===== src/design/feather_seam_blend_defines.svh =====
// Assertion macros used by feather_seam_blend.sv.
`ifndef FEATHER_SEAM_BLEND_DEFINES_SVH
`define FEATHER_SEAM_BLEND_DEFINES_SVH

// Checks that the consequent holds in the same cycle as the antecedent.
`define FSB_ASSERT_NOW(lbl, clk, rst_n, ante, cons) \
    lbl: assert property (@(posedge clk) disable iff (!rst_n) (ante) |-> (cons)) \
        else $error("feather seam blend: assertion failed");

// Checks that the consequent holds in the cycle after the antecedent.
`define FSB_ASSERT_NEXT(lbl, clk, rst_n, ante, cons) \
    lbl: assert property (@(posedge clk) disable iff (!rst_n) (ante) |=> (cons)) \
        else $error("feather seam blend: assertion failed");

`endif


===== src/design/fsb_pkg.sv =====
package fsb_pkg;

    // Field widths.
    localparam int COL_W     = 12;
    localparam int WIDTH_W   = 13;
    localparam int CH_W      = 8;
    localparam int NUM_CH    = 3;
    localparam int QUOT_W    = 16;
    localparam int WEIGHT_W  = QUOT_W + 1;
    localparam int PROD_W    = CH_W + WEIGHT_W;
    localparam int CFG_IDX_W = 2;

    // Largest image width, also the reset value of the width register.
    localparam int MAX_WIDTH = 4096;

    // Q1.16 weight of one.
    localparam logic [WEIGHT_W-1:0] WEIGHT_ONE = WEIGHT_W'(1) << QUOT_W;

    // Configuration register indexes.
    localparam logic [CFG_IDX_W-1:0] CFG_OVERLAP_START = CFG_IDX_W'(0);
    localparam logic [CFG_IDX_W-1:0] CFG_IMAGE_WIDTH   = CFG_IDX_W'(1);

    // How the base weight of a pixel is formed.
    localparam logic [1:0] WMODE_DIV  = 2'd0;
    localparam logic [1:0] WMODE_ONE  = 2'd1;
    localparam logic [1:0] WMODE_ZERO = 2'd2;

    typedef struct packed {
        logic [COL_W-1:0] column;
        logic [CH_W-1:0]  base_ch0;
        logic [CH_W-1:0]  base_ch1;
        logic [CH_W-1:0]  base_ch2;
        logic [CH_W-1:0]  warped_ch0;
        logic [CH_W-1:0]  warped_ch1;
        logic [CH_W-1:0]  warped_ch2;
    } t_fsb_in;

    typedef struct packed {
        logic [CH_W-1:0] out_ch0;
        logic [CH_W-1:0] out_ch1;
        logic [CH_W-1:0] out_ch2;
    } t_fsb_out;

    // Pixel pair as it travels through the divider stages.
    typedef struct packed {
        logic [1:0]                   mode;
        logic [NUM_CH-1:0][CH_W-1:0]  base;
        logic [NUM_CH-1:0][CH_W-1:0]  warped;
    } t_fsb_item;

endpackage


===== src/design/fsb_div_pipe.sv =====
module fsb_div_pipe (
    input  logic                        i_clk,
    input  logic                        i_rst_n,
    input  logic                        i_en,
    input  logic [fsb_pkg::WIDTH_W-1:0] i_span,
    input  logic                        i_valid,
    input  fsb_pkg::t_fsb_item          i_item,
    input  logic [fsb_pkg::COL_W-1:0]   i_rem,
    output logic                        o_valid,
    output fsb_pkg::t_fsb_item          o_item,
    output logic [fsb_pkg::QUOT_W-1:0]  o_quot
);
    import fsb_pkg::*;

    // One quotient bit per stage: restoring division of (rem << 16) by the span.
    logic      r_valid [QUOT_W];
    t_fsb_item r_item  [QUOT_W];
    logic [COL_W-1:0]  r_rem  [QUOT_W];
    logic [QUOT_W-1:0] r_quot [QUOT_W];

    genvar k;
    generate
        for (k = 0; k < QUOT_W; k++) begin : g_stage
            logic              prev_valid;
            t_fsb_item         prev_item;
            logic [COL_W-1:0]  prev_rem;
            logic [QUOT_W-1:0] prev_quot;
            logic [WIDTH_W-1:0] rem2;
            logic [WIDTH_W-1:0] diff;
            logic               ge;

            if (k == 0) begin : g_first
                assign prev_valid = i_valid;
                assign prev_item  = i_item;
                assign prev_rem   = i_rem;
                assign prev_quot  = '0;
            end else begin : g_next
                assign prev_valid = r_valid[k-1];
                assign prev_item  = r_item[k-1];
                assign prev_rem   = r_rem[k-1];
                assign prev_quot  = r_quot[k-1];
            end

            // Shift the partial remainder and try to take off the span.
            assign rem2 = {prev_rem, 1'b0};
            assign ge   = (rem2 >= i_span);
            assign diff = rem2 - i_span;

            always_ff @(posedge i_clk) begin
                if (!i_rst_n) begin
                    r_valid[k] <= 1'b0;
                end else if (i_en) begin
                    r_valid[k] <= prev_valid;
                end
            end

            always_ff @(posedge i_clk) begin
                if (i_en) begin
                    r_item[k] <= prev_item;
                    r_rem[k]  <= ge ? diff[COL_W-1:0] : rem2[COL_W-1:0];
                    r_quot[k] <= {prev_quot[QUOT_W-2:0], ge};
                end
            end
        end
    endgenerate

    assign o_valid = r_valid[QUOT_W-1];
    assign o_item  = r_item[QUOT_W-1];
    assign o_quot  = r_quot[QUOT_W-1];

endmodule


===== src/design/feather_seam_blend.sv =====
// Channel  | Direction | Handshake                     | Word
// ---------+-----------+-------------------------------+--------------------------
// input    | in        | i_in_valid / o_in_ready       | i_in_word (t_fsb_in)
// output   | out       | o_out_valid / i_out_ready     | o_out_word (t_fsb_out)
// config   | in        | i_cfg_valid / o_cfg_ready     | i_cfg_index, i_cfg_data
//
// One word is accepted per cycle while the output is not stalled; each result passes
// through one entry stage, sixteen divider stages (one weight bit each), a multiply
// stage and the output register.
// Reset is synchronous and active low; it empties the pipeline and loads the registers
// with overlap start 0 and image width 4096.
// A stall on the output holds every stage; config writes are always taken.
`include "feather_seam_blend_defines.svh"

module feather_seam_blend (
    input  logic                          i_clk,
    input  logic                          i_rst_n,
    input  logic                          i_in_valid,
    output logic                          o_in_ready,
    input  fsb_pkg::t_fsb_in              i_in_word,
    output logic                          o_out_valid,
    input  logic                          i_out_ready,
    output fsb_pkg::t_fsb_out             o_out_word,
    input  logic                          i_cfg_valid,
    output logic                          o_cfg_ready,
    input  logic [fsb_pkg::CFG_IDX_W-1:0] i_cfg_index,
    input  logic [fsb_pkg::WIDTH_W-1:0]   i_cfg_data
);
    import fsb_pkg::*;

    logic [COL_W-1:0]   r_overlap_start;
    logic [WIDTH_W-1:0] r_image_width;
    logic               en;
    logic [WIDTH_W-1:0] span;

    // Configuration registers; the width saturates at the maximum.
    assign o_cfg_ready = 1'b1;

    always_ff @(posedge i_clk) begin
        if (!i_rst_n) begin
            r_overlap_start <= '0;
            r_image_width   <= WIDTH_W'(MAX_WIDTH);
        end else if (i_cfg_valid) begin
            if (i_cfg_index == CFG_OVERLAP_START) begin
                r_overlap_start <= i_cfg_data[COL_W-1:0];
            end else if (i_cfg_index == CFG_IMAGE_WIDTH) begin
                r_image_width <= (i_cfg_data > WIDTH_W'(MAX_WIDTH)) ?
                                 WIDTH_W'(MAX_WIDTH) : i_cfg_data;
            end
        end
    end

    // The whole pipeline moves whenever the output register can take a word.
    assign en         = !o_out_valid || i_out_ready;
    assign o_in_ready = en;
    assign span       = r_image_width - {1'b0, r_overlap_start};

    // Entry stage: classify the column and form the dividend of the weight.
    logic               r_s0_valid;
    t_fsb_item          r_s0_item;
    logic [COL_W-1:0]   r_s0_rem;
    logic [WIDTH_W-1:0] n_rem;
    logic [1:0]         n_mode;
    logic               black;

    assign black = (i_in_word.warped_ch0 == '0) && (i_in_word.warped_ch1 == '0) &&
                   (i_in_word.warped_ch2 == '0);
    assign n_rem = r_image_width - {1'b0, i_in_word.column};

    always_comb begin
        priority if ({1'b0, i_in_word.column} >= r_image_width) begin
            n_mode = WMODE_ZERO;
        end else if (i_in_word.column <= r_overlap_start || black) begin
            n_mode = WMODE_ONE;
        end else begin
            n_mode = WMODE_DIV;
        end
    end

    always_ff @(posedge i_clk) begin
        if (!i_rst_n) begin
            r_s0_valid <= 1'b0;
        end else if (en) begin
            r_s0_valid <= i_in_valid;
        end
    end

    always_ff @(posedge i_clk) begin
        if (en) begin
            r_s0_item.mode   <= n_mode;
            r_s0_item.base   <= {i_in_word.base_ch2, i_in_word.base_ch1,
                                 i_in_word.base_ch0};
            r_s0_item.warped <= {i_in_word.warped_ch2, i_in_word.warped_ch1,
                                 i_in_word.warped_ch0};
            r_s0_rem         <= n_rem[COL_W-1:0];
        end
    end

    // Weight division, one bit per stage.
    logic              div_valid;
    t_fsb_item         div_item;
    logic [QUOT_W-1:0] div_quot;

    fsb_div_pipe u_div (
        .i_clk   (i_clk),
        .i_rst_n (i_rst_n),
        .i_en    (en),
        .i_span  (span),
        .i_valid (r_s0_valid),
        .i_item  (r_s0_item),
        .i_rem   (r_s0_rem),
        .o_valid (div_valid),
        .o_item  (div_item),
        .o_quot  (div_quot)
    );

    // Multiply stage: pick the weight and form both weighted terms per channel.
    logic [WEIGHT_W-1:0] weight;
    logic [WEIGHT_W-1:0] weight_inv;
    logic                r_m_valid;
    logic [1:0]          r_m_mode;
    logic [NUM_CH-1:0][CH_W-1:0] r_m_base;
    logic [PROD_W-1:0]   r_m_bw [NUM_CH];
    logic [PROD_W-1:0]   r_m_tw [NUM_CH];

    always_comb begin
        unique case (div_item.mode)
            WMODE_ONE:  weight = WEIGHT_ONE;
            WMODE_ZERO: weight = '0;
            WMODE_DIV:  weight = {1'b0, div_quot};
            default:    weight = '0;
        endcase
    end

    assign weight_inv = WEIGHT_ONE - weight;

    always_ff @(posedge i_clk) begin
        if (!i_rst_n) begin
            r_m_valid <= 1'b0;
        end else if (en) begin
            r_m_valid <= div_valid;
        end
    end

    always_ff @(posedge i_clk) begin
        if (en) begin
            r_m_mode <= div_item.mode;
            r_m_base <= div_item.base;
            for (int c = 0; c < NUM_CH; c++) begin
                r_m_bw[c] <= {{WEIGHT_W{1'b0}}, div_item.base[c]} * {{CH_W{1'b0}}, weight};
                r_m_tw[c] <= {{WEIGHT_W{1'b0}}, div_item.warped[c]} *
                             {{CH_W{1'b0}}, weight_inv};
            end
        end
    end

    // Output stage: add the terms and drop the fraction.
    logic [PROD_W-1:0] sum [NUM_CH];
    logic              r_out_valid;
    t_fsb_out          r_out_word;

    always_comb begin
        for (int c = 0; c < NUM_CH; c++) begin
            sum[c] = r_m_bw[c] + r_m_tw[c];
        end
    end

    always_ff @(posedge i_clk) begin
        if (!i_rst_n) begin
            r_out_valid <= 1'b0;
        end else if (en) begin
            r_out_valid <= r_m_valid;
        end
    end

    always_ff @(posedge i_clk) begin
        if (en) begin
            r_out_word.out_ch0 <= sum[0][QUOT_W+CH_W-1:QUOT_W];
            r_out_word.out_ch1 <= sum[1][QUOT_W+CH_W-1:QUOT_W];
            r_out_word.out_ch2 <= sum[2][QUOT_W+CH_W-1:QUOT_W];
        end
    end

    assign o_out_valid = r_out_valid;
    assign o_out_word  = r_out_word;

    // The stored width never exceeds the maximum.
    `FSB_ASSERT_NEXT(a_width_max, i_clk, i_rst_n, i_cfg_valid && i_cfg_index == CFG_IMAGE_WIDTH, r_image_width <= WIDTH_W'(MAX_WIDTH))
    // A column at or past the width gets weight zero for the base pixel.
    `FSB_ASSERT_NEXT(a_past_width, i_clk, i_rst_n, i_in_valid && o_in_ready && {1'b0, i_in_word.column} >= r_image_width, r_s0_item.mode == WMODE_ZERO)
    // A pixel with base weight one leaves as its base pixel.
    `FSB_ASSERT_NEXT(a_pass_base, i_clk, i_rst_n, en && r_m_valid && r_m_mode == WMODE_ONE, o_out_word.out_ch0 == $past(r_m_base[0]) && o_out_word.out_ch2 == $past(r_m_base[2]))

endmodule

===== config.mk =====
export PLATFORM = sky130hd
export DESIGN_NAME = feather_seam_blend
export DESIGN_NICKNAME = d
export VERILOG_FILES = /design/src/design/fsb_pkg.sv /design/src/design/fsb_div_pipe.sv /design/src/design/feather_seam_blend.sv
export VERILOG_INCLUDE_DIRS = /design/src /design/src/design
export SDC_FILE = /design/constraint.sdc
export NUM_CORES = 2
export LEC_CHECK = 0
export ABC_AREA = 1
export BUFFER_PORTS_ARGS = -buffer_cell sky130_fd_sc_hd__buf_4
export CORE_MARGIN = 2
export CORE_UTILIZATION = 35
export CTS_CLUSTER_DIAMETER = 80
export CTS_CLUSTER_SIZE = 24
export DETAILED_ROUTE_END_ITERATION = 16
export PLACE_DENSITY_LB_ADDON = 0.2
export SETUP_SLACK_MARGIN = 0.5
export SLEW_MARGIN = 20
export SYNTH_ARGS = -nofsm -noshare
export SYNTH_HDL_FRONTEND = slang
export SYNTH_SLANG_ARGS = --single-unit

===== constraint.sdc =====
create_clock -name i_clk -period 36.8 [get_ports i_clk]
set_input_delay 3.68 -clock i_clk [delete_from_list [all_inputs] [get_ports i_clk]]
set_output_delay 3.68 -clock i_clk [all_outputs]
set_load 0.05 [all_outputs]

# --- After elaboration in Yosys (flattened, before gate mapping) ---
# Memory sizes are Yosys's and may differ from the RTL's. A register that Yosys moved wholly into a read port is not among the register bits.
# Index checks and enable logic that the tools add are counted.
op_classes:
  n_addsub: 22
  mul: 6
  magnitude_cmp: 19
  eq_ne: 2
  n_mux: 40
  bitwise: 17
  n_reduce_logical: 13
ops:
  columns: ["operator", "n"]
  rows:
  - ["13-bit >= comparator", 16]
  - ["12-bit subtractor", 17]
  - ["12-bit 2-to-1 mux", 16]
  - ["8-bit by 17-bit multiplier with 25-bit output", 6]
  - ["24-bit adder", 3]
  - ["17-bit case mux with 2 select lines", 1]
  - ["8-bit zero test", 3]
  - ["1-bit 2-to-1 mux", 22]
  - ["17-bit subtractor, first input constant", 1]
  - ["1-bit bitwise OR", 16]
  - ["12-bit by 13-bit >= comparator with 1-bit output", 1]
  - ["13-bit greater-than comparator, second input constant", 1]
  - ["13-bit 2-to-1 mux", 1]
  - ["13-bit by 12-bit subtractor with 13-bit output", 1]
  - ["12-bit less-or-equal comparator", 1]
  - ["2-bit by 1-bit == test with 1-bit output, second input constant", 2]
  - ["2-bit zero test", 2]
  - ["3-bit AND reduction", 1]
  - ["1-bit logical AND", 2]
  - ["1-bit zero test", 2]
  - ["1-bit logical OR", 2]
  - ["2-bit AND reduction", 1]
  - ["1-bit NOT", 1]
totals:
  ff_bits: 113
  ramBits: 1414
  inputBits: 80
  out_inout_bits: 27
  wordCells: 140
  memories: 6
memory_table:
  columns: ["memory", "words", "width", "rd", "rd_clocked_by_memory_dff", "wr", "line_no", "rtl"]
  rows:
  - ["u_div.r_item", 16, 50, 16, 0, 16, "fsb_div_pipe.sv:17", "t_fsb_item r_item [QUOT_W];"]
  - ["u_div.r_quot", 16, 16, 16, 0, 16, "fsb_div_pipe.sv:19", "logic [QUOT_W-1:0] r_quot [QUOT_W];"]
  - ["u_div.r_rem", 16, 12, 15, 0, 16, "fsb_div_pipe.sv:18", "logic [COL_W-1:0] r_rem [QUOT_W];"]
  - ["r_m_bw", 3, 25, 3, 0, 3, "feather_seam_blend.sv:123", "logic [PROD_W-1:0] r_m_bw [NUM_CH];"]
  - ["r_m_tw", 3, 25, 3, 0, 3, "feather_seam_blend.sv:124", "logic [PROD_W-1:0] r_m_tw [NUM_CH];"]
  - ["u_div.r_valid", 16, 1, 16, 1, 16, "fsb_div_pipe.sv:16", "logic r_valid [QUOT_W];"]

# --- Logic depth before layout (Yosys ltp) ---
logic_depth:
  ltp_word: 6
  depth_mapped: 32
  depth_no_buf: 30

# --- Cells and area by module ---
# A second synthesis with hierarchy kept.
hier_totals:
  hier_cells: 8609
  area_unflattened_um2: 87669.1
by_module_without_submodules:
  columns: ["module", "instances", "cells_per_inst", "area_each_um2", "seq_area_each_um2"]
  rows:
  - ["fsb_div_pipe", 1, 3807, 48774.3, 33982.6]
  - ["feather_seam_blend", 1, 4802, 38894.8, 7467.2]

# --- Worst setup path after synthesis ---
# No wires, ideal clock.
synth_timing:
  path_kind: "input-to-reg"
  start: "in i_out_ready"
  end: "mem u_div.r_valid[0] (data pin)"
  setup_time_ns: 0.145
  arrival_ns: 34.443
  required_ns: 36.655
  setup_slack_ns: 2.213
  stages: 5
  n_path_buf: 1
  path_cell_list: "nor2_1 inv_1 nand2_1 clkbuf_1 nor2_1"
synth_lines:
  columns: ["item", "line_no", "rtl"]
  rows:
  - ["from (decl)", "feather_seam_blend.sv:22", "input logic i_out_ready,"]
  - ["to (decl)", "fsb_div_pipe.sv:16", null]

# --- Worst setup path in the final report ---
layout_timing:
  start: "in i_out_ready"
  end: "out o_in_ready"
layout_between:
  elab_chain_cells: 1
layout_rtl:
  columns: ["item", "line_no", "rtl"]
  rows:
  - ["1-bit logical OR", "feather_seam_blend.sv:54", "assign en = !o_out_valid || i_out_ready;"]
  - ["to (decl)", "feather_seam_blend.sv:19", "output logic o_in_ready,"]
# Every way passes these cells.

==> out/results.txt <==
Status = finished clean
Synth Cell Area = 83970 um^2
CTS Buf Count = 95
Via count = 54130
Clock buffer depth = 3
Worst Hold Class = flip-flop to flip-flop
Sequential Area = 41450 um^2
CTS tree = built
Num ports = 107
R2r endpoint = r_m_tw[0][18]
Postcts setup bufs = 0
Most frequent cells in the layout = nand2_1, edfxtp_1, inv_1, nor2_1, ha_1
Slowest CP cell = nor2_1
Fin crit share = 23.05%
First-pass DRT Iterations = 6
CTS resizes = 0
Hold EP = u_div.r_item[1][347]
Final Max Tran Viols = 0
Overall routing resource usage = 16.22%
Setup repair after global routing missed its margin = false
Hold path start = u_div.r_item[1][297]
Worst flop-to-flop path startpoint = u_div.r_item[1][398]
Worst-path cell chain = buf_4 > nor2_1 > inv_8 > buf_4
Sequential element share of the synthesized area = 49.36%
First-pass GRT wire length = 311200 um
Die height = 493.8 um
DR iter-0 viols = 3525
Total global routing overflow = 0
Post-DR vias/cell = 4.827
CTS Sinks = 1390
Number of nets with antenna violations after routing = 0
RePlAce Congestion = 0.8857
Area growth syn-to-layout = 9.299%
Crit. End Element = output pin
WS Path Type = input port to output pin
Commonest non-fill, non-tap cell in the layout = nand2_1
Avg WL per Cell = 17.64 um
Post-layout min period = 8.481 ns
Syn Area/Cell = 10.64 um^2
TNS Setup = 0 ns
Hold buffer count at CTS = 0
Antenna violations before repair = 2
WP buf/inv = 3
Setup violators final = 0
Most frequent CP cell = buf_4
Synth cell types = 50
Delay-heaviest family, CP = buffers and inverters
Critical Path AT = 4.80 ns
Final std cells w/o fill = 11220
WHS = 0.3935 ns
Post-Syn Nets = 9101
Core Area = 238300 um^2
Reg2reg setup slack = 29.47 ns
Root buffer cell = clkbuf_16
Fillcell total = 23310
CP max stage delay = 0.37 ns
Horiz. Die Dim = 493.8 um
Slew margin rel. = 28.82%
H-tree levels = 3
Vias in the first global route = 55330
Least-Margin Pin Slew = 1.068 ns
Total die area = 243900 um^2
Final net count = 9194
Synth Register Bits = 1390
Crit start category = input port
Layout cells sized above 1 = 4.648%
Largest net degree at the start of global routing = 155
Final wirelength = 197800 um
Worst r2r path cells = 20
Cell count after synthesis = 7891
Syn. warnings = 0
Worst Path Required = 33.12 ns
Fin. Hold Viols = 0
Drc violations = 0
Post-Place Cells = 11050
Starting Density = 35.24%
Rows = 179
Maxcap violations = 0
Final core occ = 38.52%
Multi-input logic area = 37490 um^2
Port buffer count = 105
Worst skew pair latency = 0.79 ns
EDFF count, synth = 1361
Hold Crit Depth = 0
Peak Freq = 117.9 MHz
Crit Path Max Fanout = 102
Setup Skew = 0.07385 ns
Clock transition at path regs = 0.09 ns
Main flop type after synthesis = edfxtp_1
Ys async rst share = 0%
Detailed placer's ending HPWL = 145900 um
==> cells in the mapped netlist (all sizes together) (2+ instances only) <==
cell    number  area, um^2
a21boi      10       75.07
a21o        46       345.3
a21oi      406        2032
a31oi       27       168.9
buf         74       434.2
clkbuf      85       319.1
clkinv       6       22.52
dfxtp       29       580.6
edfxtp    1361       40870
fa         551       11030
ha         579        7244
inv       1164        4369
nand2     1444        5483
nand3      331        1677
nand3b       7       52.55
nand4      148       940.9
nor2       894        3442
nor3        42       210.2
nor4        15       93.84
nor4b        4       35.03
o211ai       3       22.52
o21a        27       202.7
o21ai      339        1700
o21bai      18       135.1
o22ai        2       12.51
o31ai        4       30.03
or2          2       12.51
xnor2       89       779.5
xor2       178        1608
==> layout make-up <==
type / instances / share of cell area [%]
Inverter: 1170 / 4.793
Sequential cell: 1390 / 45.16
Timing Repair Buffer: 155 / 1.295
Tap cell: 3167 / 4.317
Antenna cell: 2 / 0.005453
Clock inverter: 57 / 0.9611
Clock buffer: 102 / 2.619
Multi-Input combinational cell: 5172 / 40.85
==> worst max path at each step <==
| stage | from | end | slack [ns] | cells after the start |
|---|---|---|---|---|
| 3_5_place_dp | i_out_ready | o_in_ready | 28.27 | 4 |
| 4_1_cts | i_out_ready | o_in_ready | 28.27 | 4 |
| 6_report | i_out_ready | o_in_ready | 28.32 | 4 |
| 2_1_floorplan | i_out_ready | u_div.r_valid[0] | 2.21 | 5 |
| 5_1_grt | i_out_ready | o_in_ready | 28.22 | 4 |
| 3_3_place_gp | i_out_ready | o_in_ready | 28.28 | 4 |
==> routing by layer <==
metal	track usage, %	vias up	wire, um
met2	28.23	1115	97190
met1	21.23	26370	87660
met3	1.998	269	7707
li1	-	26370	-
met4	4.500	0	5279
met5	0	-	0
==> through the flow <==
stage | setup slack, ns | cell area, um^2
final | 28.32 | 91780
after CTS | 28.27 | 91780
after detailed placement | 28.27 | 88490
after global placement | 28.28 | 88490
after global routing | 28.22 | 91780
after floorplan | 2.213 | 83970
==> sequential cells by signal, indices dropped and copies added, names as in the netlist <==
| name | cells |
|---|---|
| o_out_valid | 1 |
| o_out_word | 24 |
| r_image_width | 13 |
| r_m_bw | 72 |
| r_m_tw | 72 |
| r_m_valid | 1 |
| r_overlap_start | 12 |
| r_s0_item | 50 |
| r_s0_rem | 12 |
| r_s0_valid | 1 |
| u_div.r_item | 800 |
| u_div.r_quot | 136 |
| u_div.r_rem | 180 |
| u_div.r_valid | 16 |
==> cell families (layout without fill, tap and decap cells) <==
kind of cell               Yosys count  in the layout  synth area share, %
adders and majority gates         1130           1130                21.76
xor gates and xnor gates           267            267                2.843
DFF                               1390           1390                49.36
AOI/OAI and AO/OA                  886            886                5.669
other                                1              3             0.004466
buffers and inverters             1329           1484                6.127
and+or+nand+nor                   2888           2888                14.23
Power is not shown: default switching activity piles up to over one toggle a cycle in this logic, so the estimate is an artifact.
